File: config.mk
export PLATFORM = sky130hd
export DESIGN_NAME = address_wait_list_arbiter_unit
export DESIGN_NICKNAME = d
export VERILOG_FILES = /design/src/rtl/core/awla_pkg.sv /design/src/rtl/core/awla_slot_store.sv /design/src/rtl/core/awla_pick_unit.sv /design/src/rtl/core/address_wait_list_arbiter_unit.sv
export SDC_FILE = /design/constraint.sdc
export NUM_CORES = 1
export LEC_CHECK = 0
export BUFFER_PORTS_ARGS = -buffer_cell sky130_fd_sc_hd__buf_4
export CORE_MARGIN = 10
export CORE_UTILIZATION = 55
export DETAILED_ROUTE_END_ITERATION = 8
export HOLD_SLACK_MARGIN = 0.1
export PLACE_DENSITY = 0.76
export SLEW_MARGIN = 40
export SYNTH_ARGS = -nofsm -noshare
export SYNTH_HDL_FRONTEND = slang
export SYNTH_SLANG_ARGS = --single-unit
File: constraint.sdc
create_clock -name clk -period 7.43 [get_ports clk]
set_input_delay 1.1145 -clock clk [delete_from_list [all_inputs] [get_ports clk]]
set_output_delay 1.1145 -clock clk [all_outputs]
set_load 0.1 [all_outputs]
File: src/rtl/core/awla_pkg.sv
`default_nettype none

package awla_pkg;

  // Opcodes of an input item
  localparam logic [2:0] OP_SIGNAL         = 3'd0;
  localparam logic [2:0] OP_WAIT_LT        = 3'd1;
  localparam logic [2:0] OP_WAIT_LT_TO     = 3'd2;
  localparam logic [2:0] OP_DEC_WAIT_LT    = 3'd3;
  localparam logic [2:0] OP_DEC_WAIT_LT_TO = 3'd4;
  localparam logic [2:0] OP_TIMEOUT        = 3'd5;

  // Result status codes
  localparam logic [1:0] STS_SUCCESS = 2'd0;
  localparam logic [1:0] STS_TIMEOUT = 2'd1;
  localparam logic [1:0] STS_INVALID = 2'd2;
  localparam logic [1:0] STS_FULL    = 2'd3;

  // Wake limit per signal and the width of its counter
  localparam int MAX_RESULTS = 16;
  localparam int WAKE_CNT_W  = $clog2(MAX_RESULTS + 1);

  typedef struct packed {
    logic [2:0]         opcode;
    logic [7:0]         thread_id;
    logic [5:0]         thread_priority;
    logic [31:0]        address;
    logic signed [31:0] compare_value;
    logic signed [31:0] memory_word;
  } in_item_t;

  typedef struct packed {
    logic [1:0]         status;
    logic               thread_waits;
    logic               memory_write;
    logic signed [31:0] memory_write_value;
    logic               woken_valid;
    logic [7:0]         woken_thread;
    logic               last;
  } out_item_t;

  // Fixed-width part of one wait slot
  typedef struct packed {
    logic [7:0]  thread;
    logic [31:0] address;
    logic [5:0]  prio;
  } slot_data_t;

  // Selection rule of one scan pass
  typedef enum logic [1:0] {
    PM_FREE,
    PM_THREAD,
    PM_PRIO,
    PM_ARRIVAL
  } pick_mode_t;

  typedef enum logic [1:0] {
    S_IDLE,
    S_SCAN,
    S_LAST,
    S_DECIDE
  } state_t;

  // Sequencer to pick unit
  typedef struct packed {
    logic       clear;
    pick_mode_t mode;
    logic       pick_en;
    logic       dec_en;
  } pick_ctl_t;

  // Sequencer to slot store
  typedef struct packed {
    logic rd_en;
    logic ins_en;
    logic clr_en;
  } store_cmd_t;

endpackage

`default_nettype wire

File: src/rtl/core/awla_slot_store.sv
`default_nettype none

module awla_slot_store #(
  parameter int WAIT_SLOTS = 16,
  localparam int IdxW = $clog2(WAIT_SLOTS)
) (
  input  wire                     clk,
  input  wire                     rst_n,
  input  awla_pkg::store_cmd_t    cmd,
  input  wire  [IdxW-1:0]         rd_idx,
  input  wire  [IdxW-1:0]         ins_idx,
  input  awla_pkg::slot_data_t    ins_data,
  input  wire  [IdxW-1:0]         ins_rank,
  input  wire  [IdxW-1:0]         clr_idx,
  input  wire                     wb_en,
  input  wire  [IdxW-1:0]         wb_idx,
  input  wire  [IdxW-1:0]         wb_rank,
  output logic                    rd_vld_r,
  output logic [IdxW-1:0]         rd_idx_r,
  output logic                    rd_valid_bit_r,
  output awla_pkg::slot_data_t    rd_data_r,
  output logic [IdxW-1:0]         rd_rank_r
);

  logic [WAIT_SLOTS-1:0] valid_r;
  awla_pkg::slot_data_t  data_mem [WAIT_SLOTS];
  logic [IdxW-1:0]       rank_mem [WAIT_SLOTS];

  // Valid bits: set on insert, cleared on removal
  always_ff @(posedge clk) begin
    if (!rst_n) begin
      valid_r <= '0;
    end else begin
      if (cmd.ins_en) begin
        valid_r[ins_idx] <= 1'b1;
      end
      if (cmd.clr_en) begin
        valid_r[clr_idx] <= 1'b0;
      end
    end
  end

  // Slot payload memory
  always_ff @(posedge clk) begin
    if (cmd.ins_en) begin
      data_mem[ins_idx] <= ins_data;
    end
  end

  // Arrival rank memory: insert or rank write-back during a pass
  always_ff @(posedge clk) begin
    if (cmd.ins_en) begin
      rank_mem[ins_idx] <= ins_rank;
    end else if (wb_en) begin
      rank_mem[wb_idx] <= wb_rank;
    end
  end

  // Registered read port
  always_ff @(posedge clk) begin
    if (cmd.rd_en) begin
      rd_data_r      <= data_mem[rd_idx];
      rd_rank_r      <= rank_mem[rd_idx];
      rd_valid_bit_r <= valid_r[rd_idx];
      rd_idx_r       <= rd_idx;
    end
  end

  always_ff @(posedge clk) begin
    if (!rst_n) begin
      rd_vld_r <= 1'b0;
    end else begin
      rd_vld_r <= cmd.rd_en;
    end
  end

endmodule

`default_nettype wire

File: src/rtl/core/awla_pick_unit.sv
`default_nettype none

module awla_pick_unit #(
  parameter int WAIT_SLOTS = 16,
  localparam int IdxW = $clog2(WAIT_SLOTS)
) (
  input  wire                     clk,
  input  wire                     rst_n,
  input  awla_pkg::pick_ctl_t     ctl,
  input  wire                     data_vld,
  input  wire  [IdxW-1:0]         rd_idx,
  input  wire                     e_valid,
  input  awla_pkg::slot_data_t    e_data,
  input  wire  [IdxW-1:0]         e_rank,
  input  wire  [31:0]             key_address,
  input  wire  [7:0]              key_thread,
  input  wire  [IdxW-1:0]         dec_rank,
  output logic                    found_r,
  output logic [IdxW-1:0]         best_idx_r,
  output awla_pkg::slot_data_t    best_data_r,
  output logic [IdxW-1:0]         best_rank_r,
  output logic                    wb_en,
  output logic [IdxW-1:0]         wb_rank
);

  logic            dec_hit;
  logic [IdxW-1:0] adj_rank;
  logic            cand;
  logic            better;
  logic            take;

  // Close the rank gap left by the previous removal
  always_comb begin
    dec_hit  = data_vld && e_valid && ctl.dec_en && (e_rank > dec_rank);
    adj_rank = dec_hit ? (e_rank - IdxW'(1)) : e_rank;
    wb_en    = dec_hit;
    wb_rank  = adj_rank;
  end

  // Candidate match and ordering against the current best
  always_comb begin
    unique case (ctl.mode) inside
      awla_pkg::PM_FREE:   cand = !e_valid;
      awla_pkg::PM_THREAD: cand = e_valid && (e_data.thread == key_thread);
      awla_pkg::PM_PRIO, awla_pkg::PM_ARRIVAL:
                           cand = e_valid && (e_data.address == key_address);
      default:             cand = 1'b0;
    endcase

    if (!found_r) begin
      better = 1'b1;
    end else begin
      case (ctl.mode)
        awla_pkg::PM_PRIO: begin
          if (e_data.prio != best_data_r.prio) begin
            better = e_data.prio < best_data_r.prio;
          end else begin
            better = adj_rank < best_rank_r;
          end
        end
        awla_pkg::PM_ARRIVAL: better = adj_rank < best_rank_r;
        default:              better = 1'b0;
      endcase
    end

    take = data_vld && ctl.pick_en && cand && better;
  end

  always_ff @(posedge clk) begin
    if (!rst_n) begin
      found_r <= 1'b0;
    end else if (ctl.clear) begin
      found_r <= 1'b0;
    end else if (take) begin
      found_r <= 1'b1;
    end
  end

  always_ff @(posedge clk) begin
    if (take) begin
      best_idx_r  <= rd_idx;
      best_data_r <= e_data;
      best_rank_r <= adj_rank;
    end
  end

endmodule

`default_nettype wire

File: src/rtl/core/address_wait_list_arbiter_unit.sv
`default_nettype none

// Address wait-list arbiter.
// An item is transferred at a clock edge with start high and busy low.
// Results leave on out_item for one cycle each, marked by out_valid; the
// receiver cannot stall, so no result is ever held back. out_item.last
// flags the final result of an item.
// Invalid opcodes and waits whose compare fails answer in the cycle after
// start and never raise busy.
// Every other item runs scan passes over the wait slots. A pass reads one
// slot per cycle through the slot store's single read port, then waits for
// the last read to reach the pick unit, then decides; the shared pick unit
// compares each slot read. A queued wait takes one pass.
// A signal waking k threads, or a timeout event removing k entries, takes
// k + 1 passes; the extra pass closes the arrival-rank gap of the last
// removal. Woken threads come out one per pass, at most 16 per signal.
// Reset (rst_n low, synchronous) empties the wait list at once through
// the slot valid bits; slot memories are not cleared.
module address_wait_list_arbiter_unit #(
  parameter int WAIT_SLOTS = 16
) (
  input  wire                   clk,
  input  wire                   rst_n,
  input  wire                   start,
  output logic                  busy,
  input  awla_pkg::in_item_t    in_item,
  output logic                  out_valid,
  output awla_pkg::out_item_t   out_item
);

  localparam int IdxW = $clog2(WAIT_SLOTS);
  localparam int CntW = $clog2(WAIT_SLOTS + 1);
  localparam int WcW  = awla_pkg::WAKE_CNT_W;

  awla_pkg::state_t     state_r, state_nxt;
  awla_pkg::pick_mode_t mode_r, mode_nxt;
  awla_pkg::in_item_t   item_r;
  logic                 pick_en_r, pick_en_nxt;
  logic                 dec_en_r, dec_en_nxt;
  logic [IdxW-1:0]      dec_rank_r, dec_rank_nxt;
  logic [IdxW-1:0]      idx_r, idx_nxt;
  logic [CntW-1:0]      count_r, count_nxt;
  logic [WcW-1:0]       n_r, n_nxt;
  logic                 held_r, held_nxt;
  logic [7:0]           held_thr_r, held_thr_nxt;
  logic                 out_valid_r, out_valid_nxt;
  awla_pkg::out_item_t  out_r, out_nxt;

  logic                 accept;
  logic [WcW-1:0]       n_inc;
  logic                 in_less;
  logic                 in_timed;
  logic                 item_timed;
  logic                 item_dec;

  awla_pkg::store_cmd_t cmd;
  awla_pkg::pick_ctl_t  ctl;

  logic                 rd_vld;
  logic [IdxW-1:0]      rd_idx;
  logic                 rd_valid_bit;
  awla_pkg::slot_data_t rd_data;
  logic [IdxW-1:0]      rd_rank;
  logic                 found;
  logic [IdxW-1:0]      best_idx;
  awla_pkg::slot_data_t best_data;
  logic [IdxW-1:0]      best_rank;
  logic                 wb_en;
  logic [IdxW-1:0]      wb_rank;
  awla_pkg::slot_data_t ins_data;

  function automatic awla_pkg::out_item_t make_out(
    input logic [1:0]  status,
    input logic        waits,
    input logic        wr,
    input logic [31:0] wval,
    input logic        wv,
    input logic [7:0]  wt,
    input logic        last
  );
    awla_pkg::out_item_t o;
    o.status             = status;
    o.thread_waits       = waits;
    o.memory_write       = wr;
    o.memory_write_value = $signed(wval);
    o.woken_valid        = wv;
    o.woken_thread       = wt;
    o.last               = last;
    return o;
  endfunction

  assign accept     = start && !busy;
  assign busy       = (state_r != awla_pkg::S_IDLE);
  assign out_valid  = out_valid_r;
  assign out_item   = out_r;
  assign n_inc      = n_r + WcW'(1);
  assign in_less    = $signed(in_item.memory_word) < $signed(in_item.compare_value);
  assign in_timed   = (in_item.opcode == awla_pkg::OP_WAIT_LT_TO) ||
                      (in_item.opcode == awla_pkg::OP_DEC_WAIT_LT_TO);
  assign item_timed = (item_r.opcode == awla_pkg::OP_WAIT_LT_TO) ||
                      (item_r.opcode == awla_pkg::OP_DEC_WAIT_LT_TO);
  assign item_dec   = (item_r.opcode == awla_pkg::OP_DEC_WAIT_LT) ||
                      (item_r.opcode == awla_pkg::OP_DEC_WAIT_LT_TO);

  assign ins_data.thread  = item_r.thread_id;
  assign ins_data.address = item_r.address;
  assign ins_data.prio    = item_r.thread_priority;

  // Sequencer: next state, pass setup and result assembly
  always_comb begin
    state_nxt     = state_r;
    mode_nxt      = mode_r;
    pick_en_nxt   = pick_en_r;
    dec_en_nxt    = dec_en_r;
    dec_rank_nxt  = dec_rank_r;
    idx_nxt       = idx_r;
    count_nxt     = count_r;
    n_nxt         = n_r;
    held_nxt      = held_r;
    held_thr_nxt  = held_thr_r;
    out_valid_nxt = 1'b0;
    out_nxt       = out_r;
    cmd.rd_en     = 1'b0;
    cmd.ins_en    = 1'b0;
    cmd.clr_en    = 1'b0;

    unique case (state_r)
      awla_pkg::S_IDLE: begin
        if (accept) begin
          idx_nxt    = '0;
          dec_en_nxt = 1'b0;
          n_nxt      = '0;
          held_nxt   = 1'b0;
          unique case (in_item.opcode) inside
            awla_pkg::OP_SIGNAL: begin
              mode_nxt    = in_item.compare_value[31] ? awla_pkg::PM_ARRIVAL
                                                      : awla_pkg::PM_PRIO;
              pick_en_nxt = in_item.compare_value[31] || (in_item.compare_value != 0);
              state_nxt   = awla_pkg::S_SCAN;
            end
            awla_pkg::OP_WAIT_LT, awla_pkg::OP_WAIT_LT_TO,
            awla_pkg::OP_DEC_WAIT_LT, awla_pkg::OP_DEC_WAIT_LT_TO: begin
              if (in_less) begin
                mode_nxt    = awla_pkg::PM_FREE;
                pick_en_nxt = 1'b1;
                state_nxt   = awla_pkg::S_SCAN;
              end else begin
                out_valid_nxt = 1'b1;
                out_nxt = make_out(in_timed ? awla_pkg::STS_TIMEOUT
                                            : awla_pkg::STS_SUCCESS,
                                   1'b0, 1'b0, 32'd0, 1'b0, 8'd0, 1'b1);
              end
            end
            awla_pkg::OP_TIMEOUT: begin
              mode_nxt    = awla_pkg::PM_THREAD;
              pick_en_nxt = 1'b1;
              state_nxt   = awla_pkg::S_SCAN;
            end
            default: begin
              out_valid_nxt = 1'b1;
              out_nxt = make_out(awla_pkg::STS_INVALID, 1'b0, 1'b0, 32'd0,
                                 1'b0, 8'd0, 1'b1);
            end
          endcase
        end
      end

      // One slot read per cycle
      awla_pkg::S_SCAN: begin
        cmd.rd_en = 1'b1;
        idx_nxt   = idx_r + IdxW'(1);
        if (idx_r == IdxW'(WAIT_SLOTS - 1)) begin
          state_nxt = awla_pkg::S_LAST;
        end
      end

      // Last read data reaches the pick unit
      awla_pkg::S_LAST: begin
        state_nxt = awla_pkg::S_DECIDE;
      end

      awla_pkg::S_DECIDE: begin
        idx_nxt = '0;
        unique case (mode_r) inside
          awla_pkg::PM_FREE: begin
            out_valid_nxt = 1'b1;
            state_nxt     = awla_pkg::S_IDLE;
            if (found) begin
              cmd.ins_en = 1'b1;
              count_nxt  = count_r + CntW'(1);
              out_nxt = make_out(item_timed ? awla_pkg::STS_TIMEOUT
                                            : awla_pkg::STS_SUCCESS,
                                 1'b1, item_dec,
                                 item_dec ? 32'(item_r.memory_word - 32'sd1) : 32'd0,
                                 1'b0, 8'd0, 1'b1);
            end else begin
              out_nxt = make_out(awla_pkg::STS_FULL, 1'b0, 1'b0, 32'd0,
                                 1'b0, 8'd0, 1'b1);
            end
          end
          awla_pkg::PM_THREAD: begin
            if (found) begin
              cmd.clr_en   = 1'b1;
              count_nxt    = count_r - CntW'(1);
              dec_en_nxt   = 1'b1;
              dec_rank_nxt = best_rank;
              state_nxt    = awla_pkg::S_SCAN;
            end else begin
              dec_en_nxt    = 1'b0;
              out_valid_nxt = 1'b1;
              out_nxt = make_out(awla_pkg::STS_SUCCESS, 1'b0, 1'b0, 32'd0,
                                 1'b0, 8'd0, 1'b1);
              state_nxt     = awla_pkg::S_IDLE;
            end
          end
          awla_pkg::PM_PRIO, awla_pkg::PM_ARRIVAL: begin
            if (found && pick_en_r) begin
              cmd.clr_en   = 1'b1;
              count_nxt    = count_r - CntW'(1);
              dec_en_nxt   = 1'b1;
              dec_rank_nxt = best_rank;
              // Previous pick is not the last one
              if (held_r) begin
                out_valid_nxt = 1'b1;
                out_nxt = make_out(awla_pkg::STS_SUCCESS, 1'b0, 1'b0, 32'd0,
                                   1'b1, held_thr_r, 1'b0);
              end
              held_nxt     = 1'b1;
              held_thr_nxt = best_data.thread;
              n_nxt        = n_inc;
              pick_en_nxt  = (n_inc < WcW'(awla_pkg::MAX_RESULTS)) &&
                             ((mode_r == awla_pkg::PM_ARRIVAL) ||
                              ({{(32-WcW){1'b0}}, n_inc} <
                               $unsigned(item_r.compare_value)));
              state_nxt    = awla_pkg::S_SCAN;
            end else begin
              dec_en_nxt    = 1'b0;
              out_valid_nxt = 1'b1;
              out_nxt = make_out(awla_pkg::STS_SUCCESS, 1'b0, 1'b0, 32'd0,
                                 held_r, held_r ? held_thr_r : 8'd0, 1'b1);
              state_nxt     = awla_pkg::S_IDLE;
            end
          end
          default: begin
            state_nxt = awla_pkg::S_IDLE;
          end
        endcase
      end

      default: begin
        state_nxt = awla_pkg::S_IDLE;
      end
    endcase

    // Pick unit control for the coming pass
    ctl.clear   = (state_nxt == awla_pkg::S_SCAN) && (state_r != awla_pkg::S_SCAN);
    ctl.mode    = mode_r;
    ctl.pick_en = pick_en_r;
    ctl.dec_en  = dec_en_r;
  end

  // Control registers
  always_ff @(posedge clk) begin
    if (!rst_n) begin
      state_r     <= awla_pkg::S_IDLE;
      mode_r      <= awla_pkg::PM_FREE;
      pick_en_r   <= 1'b0;
      dec_en_r    <= 1'b0;
      dec_rank_r  <= '0;
      idx_r       <= '0;
      count_r     <= '0;
      n_r         <= '0;
      held_r      <= 1'b0;
      out_valid_r <= 1'b0;
    end else begin
      state_r     <= state_nxt;
      mode_r      <= mode_nxt;
      pick_en_r   <= pick_en_nxt;
      dec_en_r    <= dec_en_nxt;
      dec_rank_r  <= dec_rank_nxt;
      idx_r       <= idx_nxt;
      count_r     <= count_nxt;
      n_r         <= n_nxt;
      held_r      <= held_nxt;
      out_valid_r <= out_valid_nxt;
    end
  end

  // Payload registers
  always_ff @(posedge clk) begin
    if (accept) begin
      item_r <= in_item;
    end
    held_thr_r <= held_thr_nxt;
    out_r      <= out_nxt;
  end

  awla_slot_store #(
    .WAIT_SLOTS (WAIT_SLOTS)
  ) u_store (
    .clk            (clk),
    .rst_n          (rst_n),
    .cmd            (cmd),
    .rd_idx         (idx_r),
    .ins_idx        (best_idx),
    .ins_data       (ins_data),
    .ins_rank       (count_r[IdxW-1:0]),
    .clr_idx        (best_idx),
    .wb_en          (wb_en),
    .wb_idx         (rd_idx),
    .wb_rank        (wb_rank),
    .rd_vld_r       (rd_vld),
    .rd_idx_r       (rd_idx),
    .rd_valid_bit_r (rd_valid_bit),
    .rd_data_r      (rd_data),
    .rd_rank_r      (rd_rank)
  );

  awla_pick_unit #(
    .WAIT_SLOTS (WAIT_SLOTS)
  ) u_pick (
    .clk         (clk),
    .rst_n       (rst_n),
    .ctl         (ctl),
    .data_vld    (rd_vld),
    .rd_idx      (rd_idx),
    .e_valid     (rd_valid_bit),
    .e_data      (rd_data),
    .e_rank      (rd_rank),
    .key_address (item_r.address),
    .key_thread  (item_r.thread_id),
    .dec_rank    (dec_rank_r),
    .found_r     (found),
    .best_idx_r  (best_idx),
    .best_data_r (best_data),
    .best_rank_r (best_rank),
    .wb_en       (wb_en),
    .wb_rank     (wb_rank)
  );

endmodule

`default_nettype wire

Word-level counts from Yosys, hierarchy flattened
Memories as Yosys holds them, arrays and structs flattened. A register that Yosys moved wholly into a read port is not among the register bits.
Cells that the tools add are included.
- muxes and demuxes: 83
- order comparisons: 9
- bitwise operators: 4
- equality and inequality tests: 35
- add/subtract/negate cells: 6
- reduce and logical (&&, ||, !) cells: 44
- operators with widths (operator ; number):
    $mux 46 ; 6
    $pmux 46 s2 ; 2
    $pmux 46 s3 ; 1
    $mux 16 ; 3
    $eq 32x32->1 ; 1
    $lt 32x32->1 ; 1
    $lt 5x32->1 ; 1
    $mux 32 ; 1
    $reduce_bool 32->1 ; 1
    $sub 32x2->32 const B ; 1
    $mux 1 ; 31
    $mux 5 ; 6
    $mux 4 ; 6
    $pmux 1 s2 ; 9
    $and 16x16->16 ; 1
    $not 16->16 ; 1
    $or 16x16->16 ; 1
    $pmux 5 s3 ; 1
    $logic_and 1x1->1 ; 13
    $eq 3x2->1 const B ; 4
    $pmux 4 s3 ; 1
    $reduce_and 4->1 ; 3
    $add 5x1->5 const B ; 2
    $lt 4x5->1 const B ; 2
    45 further kinds ; 82
- input bits: 116
- bits in writable memories: 800
- flip-flop bits (word level): 238
- output and inout bits: 48
- memories kept: 2
- memories (memory ; words ; bits a word ; rd ports ; clocked after Yosys merged registers in ; write ports ; RTL line ; text):
    u_store.data_mem ; 16 ; 46 ; 1 ; 1 ; 1 ; awla_slot_store.sv:26 ; awla_pkg::slot_data_t data_mem [WAIT_SLOTS];
    u_store.rank_mem ; 16 ; 4 ; 1 ; 1 ; 1 ; awla_slot_store.sv:27 ; logic [IdxW-1:0] rank_mem [WAIT_SLOTS];

Logic depth before layout (Yosys ltp)
- depth in word-level cells: 9
- mapped depth: 12
- gate-level depth less buffers: 12

Modules after synthesis
A second synthesis with hierarchy kept.
- cell total of the unflattened synthesis: 2206
- area total of the unflattened synthesis: 43465.4 um2
- modules (own cells, without submodules) (module ; seq. area each (um2) ; cells an instance ; area each (um2) ; times used):
    awla_slot_store ; 26015.0 ; 1398 ; 32616.3 ; 1
    address_wait_list_arbiter_unit ; 5515.3 ; 632 ; 8291.7 ; 1
    awla_pick_unit ; 1641.6 ; 176 ; 2557.5 ; 1

Worst setup path before layout
OpenSTA, ideal clock, no wires.
- kind: input port to flip-flop
- start point: in start
- end point: reg out_r (netlist bit out_item[0]) (enable)
- data arrival time: 6516 ps
- setup slack: 443 ps
- required time: 6959 ps
- stages: 3
- path through: and2_1 -> nand3_1 -> a2bb2oi_1
- cells in the longest elaborated chain, start to end: 3
- ends and longest elaborated chain (element ; RTL line ; text):
    from (decl) ; address_wait_list_arbiter_unit.sv:24 ; input wire start,
    $logic_and 1x1->1 ; address_wait_list_arbiter_unit.sv:92 ; assign accept = start && !busy;
    $ne 2x2->1 (no line) ; n/a ;
    $reduce_and 7->1 (no line) ; n/a ;
    to (signal assigned) ; address_wait_list_arbiter_unit.sv:295 ; out_r <= out_nxt;
    to (decl) ; address_wait_list_arbiter_unit.sv:47 ; awla_pkg::out_item_t out_r, out_nxt;
No other way between the ends.
A chain may end at the register's enable or synchronous reset.

Final worst setup path
- start point: reg state_r[1]
- end point: mem u_store.data_mem[11][39] (netlist bit) (enable)
- cells in the longest elaborated chain, start to end: 4
- ends and longest elaborated chain (element ; RTL line ; text):
    from (decl) ; address_wait_list_arbiter_unit.sv:35 ; awla_pkg::state_t state_r, state_nxt;
    from (signal assigned) ; address_wait_list_arbiter_unit.sv:265 ; state_r <= awla_pkg::S_IDLE;
    from (signal assigned) ; address_wait_list_arbiter_unit.sv:276 ; state_r <= state_nxt;
    $eq 2x2->1 ; address_wait_list_arbiter_unit.sv:127 ; unique case (state_r)
    $mux 2 ; address_wait_list_arbiter_unit.sv:127 ;
    $mux 1 ; awla_slot_store.sv:45 ; if (cmd.ins_en) begin
    $mux 1 (implied by the code) ; awla_slot_store.sv:46 ; data_mem[ins_idx] <= ins_data;
    to (decl) ; awla_slot_store.sv:26 ;
No other way between the ends.

==> flow_summary.yaml <==
sta:
  rsz0062_at_grt: "no"
  tightest_slew_ns: 0.888
  min_period_ns: 3.82
  fmax_mhz: 262
  maxSlewHeadroom: 0.408
  setup_viol: 0
  clock_skew_ns: 0.0428
  hold_viol_final: 0
  tns_ns: 0
  fin_crit_sh: 0.514
  maxSlewViolCount: 0
layout:
  fin_cells: 3398
  area_growth_pct: 14.4
  drive_gt1_frac: 0.269
  n_antenna_cell: 0
  final_cell_mix: "edfxtp_1 (1044), mux4_2 (255), buf_4 (174)"
  layout_commonest_cell: "edfxtp_1"
  fin_nets: 2459
cts:
  cts_tree: "built"
  root_buffer: "clkbuf_16"
  cts_buffer_depth: 3
  path_clk_slew_ns: 0.06
  cts_buffers: 105
  cts_setup_buffers: 0
  cts_resized: 0
  clkLatencyLatePin_ns: 0.69
  cts_sinks: 1087
  htree_levels: 3
  cts_hold_buf: 0
place:
  place_hpwl_um: 51500
  port_buffers: 163
  dp.cells: 3205
  gp_congestion: 0.841
synth:
  seq_area_frac_synth: 0.760
  synthDistinctLibCells: 58
  synth-async-reset-ratio: 0
  synth_nets: 2234
  netlist_area_sq_um: 42400
  synth_xor_area_frac: 0.0151
  synth_top_family_by_area: "multiplexers"
  synthFlopType: "edfxtp_1"
  synth-simple-area-share: 0.0348
  syn_area_per_cell_sq_um: 20.6
  synth_warnings: 0
  synth_edf_count: 1044
  synthAdderAreaFrac: 0.0179
  synthCells: 2058
  synthMuxAreaShare: 0.137
  synth_seq_cells: 1087
  synth_compound_area_frac: 0.0224
routing:
  m1WireLength_um: 35600
  drc: 0
  highest_layer: "met4"
  drtAntennaViolNets: 0
  wl_met3_um: 6620
  avgViaCountPerCell: 6.15
  wl_met2_um: 48000
  wire_per_inst_um: 27.4
  drt_first_pass_iters: 7
  via_count: 20900
  routed_wl_um: 93200
  drtIter0Drc: 1933
die:
  io_pins: 164
  dieArea_sq_um: 88600
  initial_core_util: 0.556
  die_height_um: 298
  rows: 101
  fp.coreArea_sq_um: 76200
  fp.dieW_um: 298
critical_path:
  r2r_slack_ns: 3.61
  cp-end-kind: "flip-flop"
  r2r-end: "u_store.data_mem[11][39]"
  worst-setup-path-type: "flip-flop to flip-flop"
  reg2reg_from: "state_r[1]"
  cp.required_ns: 7.71
  reg2reg_depth: 6
  startpoint_type: "flip-flop"
  critPathMaxFanout: 40
  cp.arrival_ns: 4.10
power:
  p_leak_nw: 15.3
  p_per_area_nw_per_um2: 267
  ir_worst_vdd_uv: 204
min_path:
  whs_path_depth: 0
  hold_path_class: "flip-flop to flip-flop"
  hp-start: "u_pick.best_data_r[40]"
  hold_end: "held_thr_r[2]"
global_route:
  grtUsageTotal: 0.211
  grt_pass1_wl_um: 141000
  grt_max_degree: 102
  antenna_found_initial: 0
  grt_pass1_vias: 22000
  grt-ovfl-total: 0
status:
  outcome: "finished clean"
flow_run:
  maxCapViolCount: 0
==> layout make-up <==
cell class	instances	area [sq um]
Inverter	64	240
Sequential cell	1087	32200
Tap cell	1030	1290
Multi-Input combinational cell	830	9800
Clock inverter	57	546
Timing Repair Buffer	195	1620
Fill cell	4969	27700
Clock buffer	135	2760
==> logic make-up (layout without fill, tap and decap cells) <==
kind of cell | after synthesis | count (layout)
DFF | 1087 | 1087
and+or+nand+nor | 293 | 293
muxes | 262 | 262
AOI/OAI and AO/OA | 142 | 142
buffers and inverters | 141 | 451
xor gates and xnor gates | 73 | 73
adders and majority gates | 60 | 60
==> power breakdown <==
part | switching, mW | internal, mW
Clock | 2.26 | 2.85
Sequential | 0.169 | 6.91
Combinational | 0.478 | 0.298
Total | 2.90 | 10.1
==> cells in the mapped netlist, drive strengths merged (5+ instances only) <==
master  count  area [sq um]
edfxtp   1044         31400
mux4      255          5740
nor2       86           325
nand2      65           244
inv        63           236
ha         59           738
xnor2      56           490
clkbuf     55           206
dfxtp      43           861
a21oi      40           200
o21ai      36           180
nor4       24           150
buf        22          83.8
nor2b      19           119
nand4      18           113
xor2       17           149
and2       16           100
o221a      16           180
or3        16           105
nand3      14          70.1
nor3       12          60.1
a211oi      8          60.1
a31oi       8          50.1
mux2i       7          70.1
o21a        6          45.0
nand2b      5          31.3
or4         5          45.0
==> worst max-delay path: stages, from the launching register on <==
cell and delay [ns]:
dfxtp_1 0.46, ha_1 0.60, nand3_1 0.40, clkinv_1 0.33, nand3_1 0.39, nor2_4 0.48
buf_4 0.73
==> how the worst max path moves through the flow <==
| stage | startpoint | to | slack (ns) | depth (start not counted) |
|---|---|---|---|---|
| after detailed placement | in_item[63] | out_item[3] | 3.42 | 11 |
| final | state_r[1] | u_store.data_mem[11][39] | 3.61 | 6 |
| after CTS | state_r[1] | u_store.data_mem[11][44] | 3.61 | 6 |
| after global routing | state_r[1] | u_store.data_mem[11][44] | 3.35 | 6 |
| after floorplan | start | out_item[0] | 0.44 | 3 |
| after global placement | in_item[34] | out_item[3] | 3.46 | 11 |
==> stage by stage <==
step	cell area (sq um)	worst slack (ns)	total power, mW	utilization	hold slack, ns
2_1_floorplan	42400	0.443	7.69	-	0.400
3_3_place_gp	45000	3.46	7.95	0.590	0.415
3_5_place_dp	45100	3.42	7.99	0.592	0.410
4_1_cts	48500	3.61	13.0	0.636	0.413
5_1_grt	48500	3.35	13.4	0.636	0.429
6_report	48500	3.61	13.0	0.636	0.414
==> flip-flops by register name, indices dropped and copies added (netlist names), 5 cells and up <==
| register | count |
|---|---|
| out_item | 46 |
| held_thr_r | 8 |
| ins_data | 46 |
| n_r | 5 |
| u_store.data_mem | 736 |
| u_store.rank_mem | 64 |
| item_r | 67 |
| u_pick.best_data_r | 14 |
| u_store.valid_r | 16 |
| u_store.rd_data_r | 46 |
==> metal layers <==
layer / vias to the layer above / global-route usage
met1: 10900 / 0.277
met4: 0 / 0.0739
met2: 906 / 0.355
met5: - / 0
met3: 191 / 0.0377
li1: 8896 / -
Power figures use the tool's default switching activity.
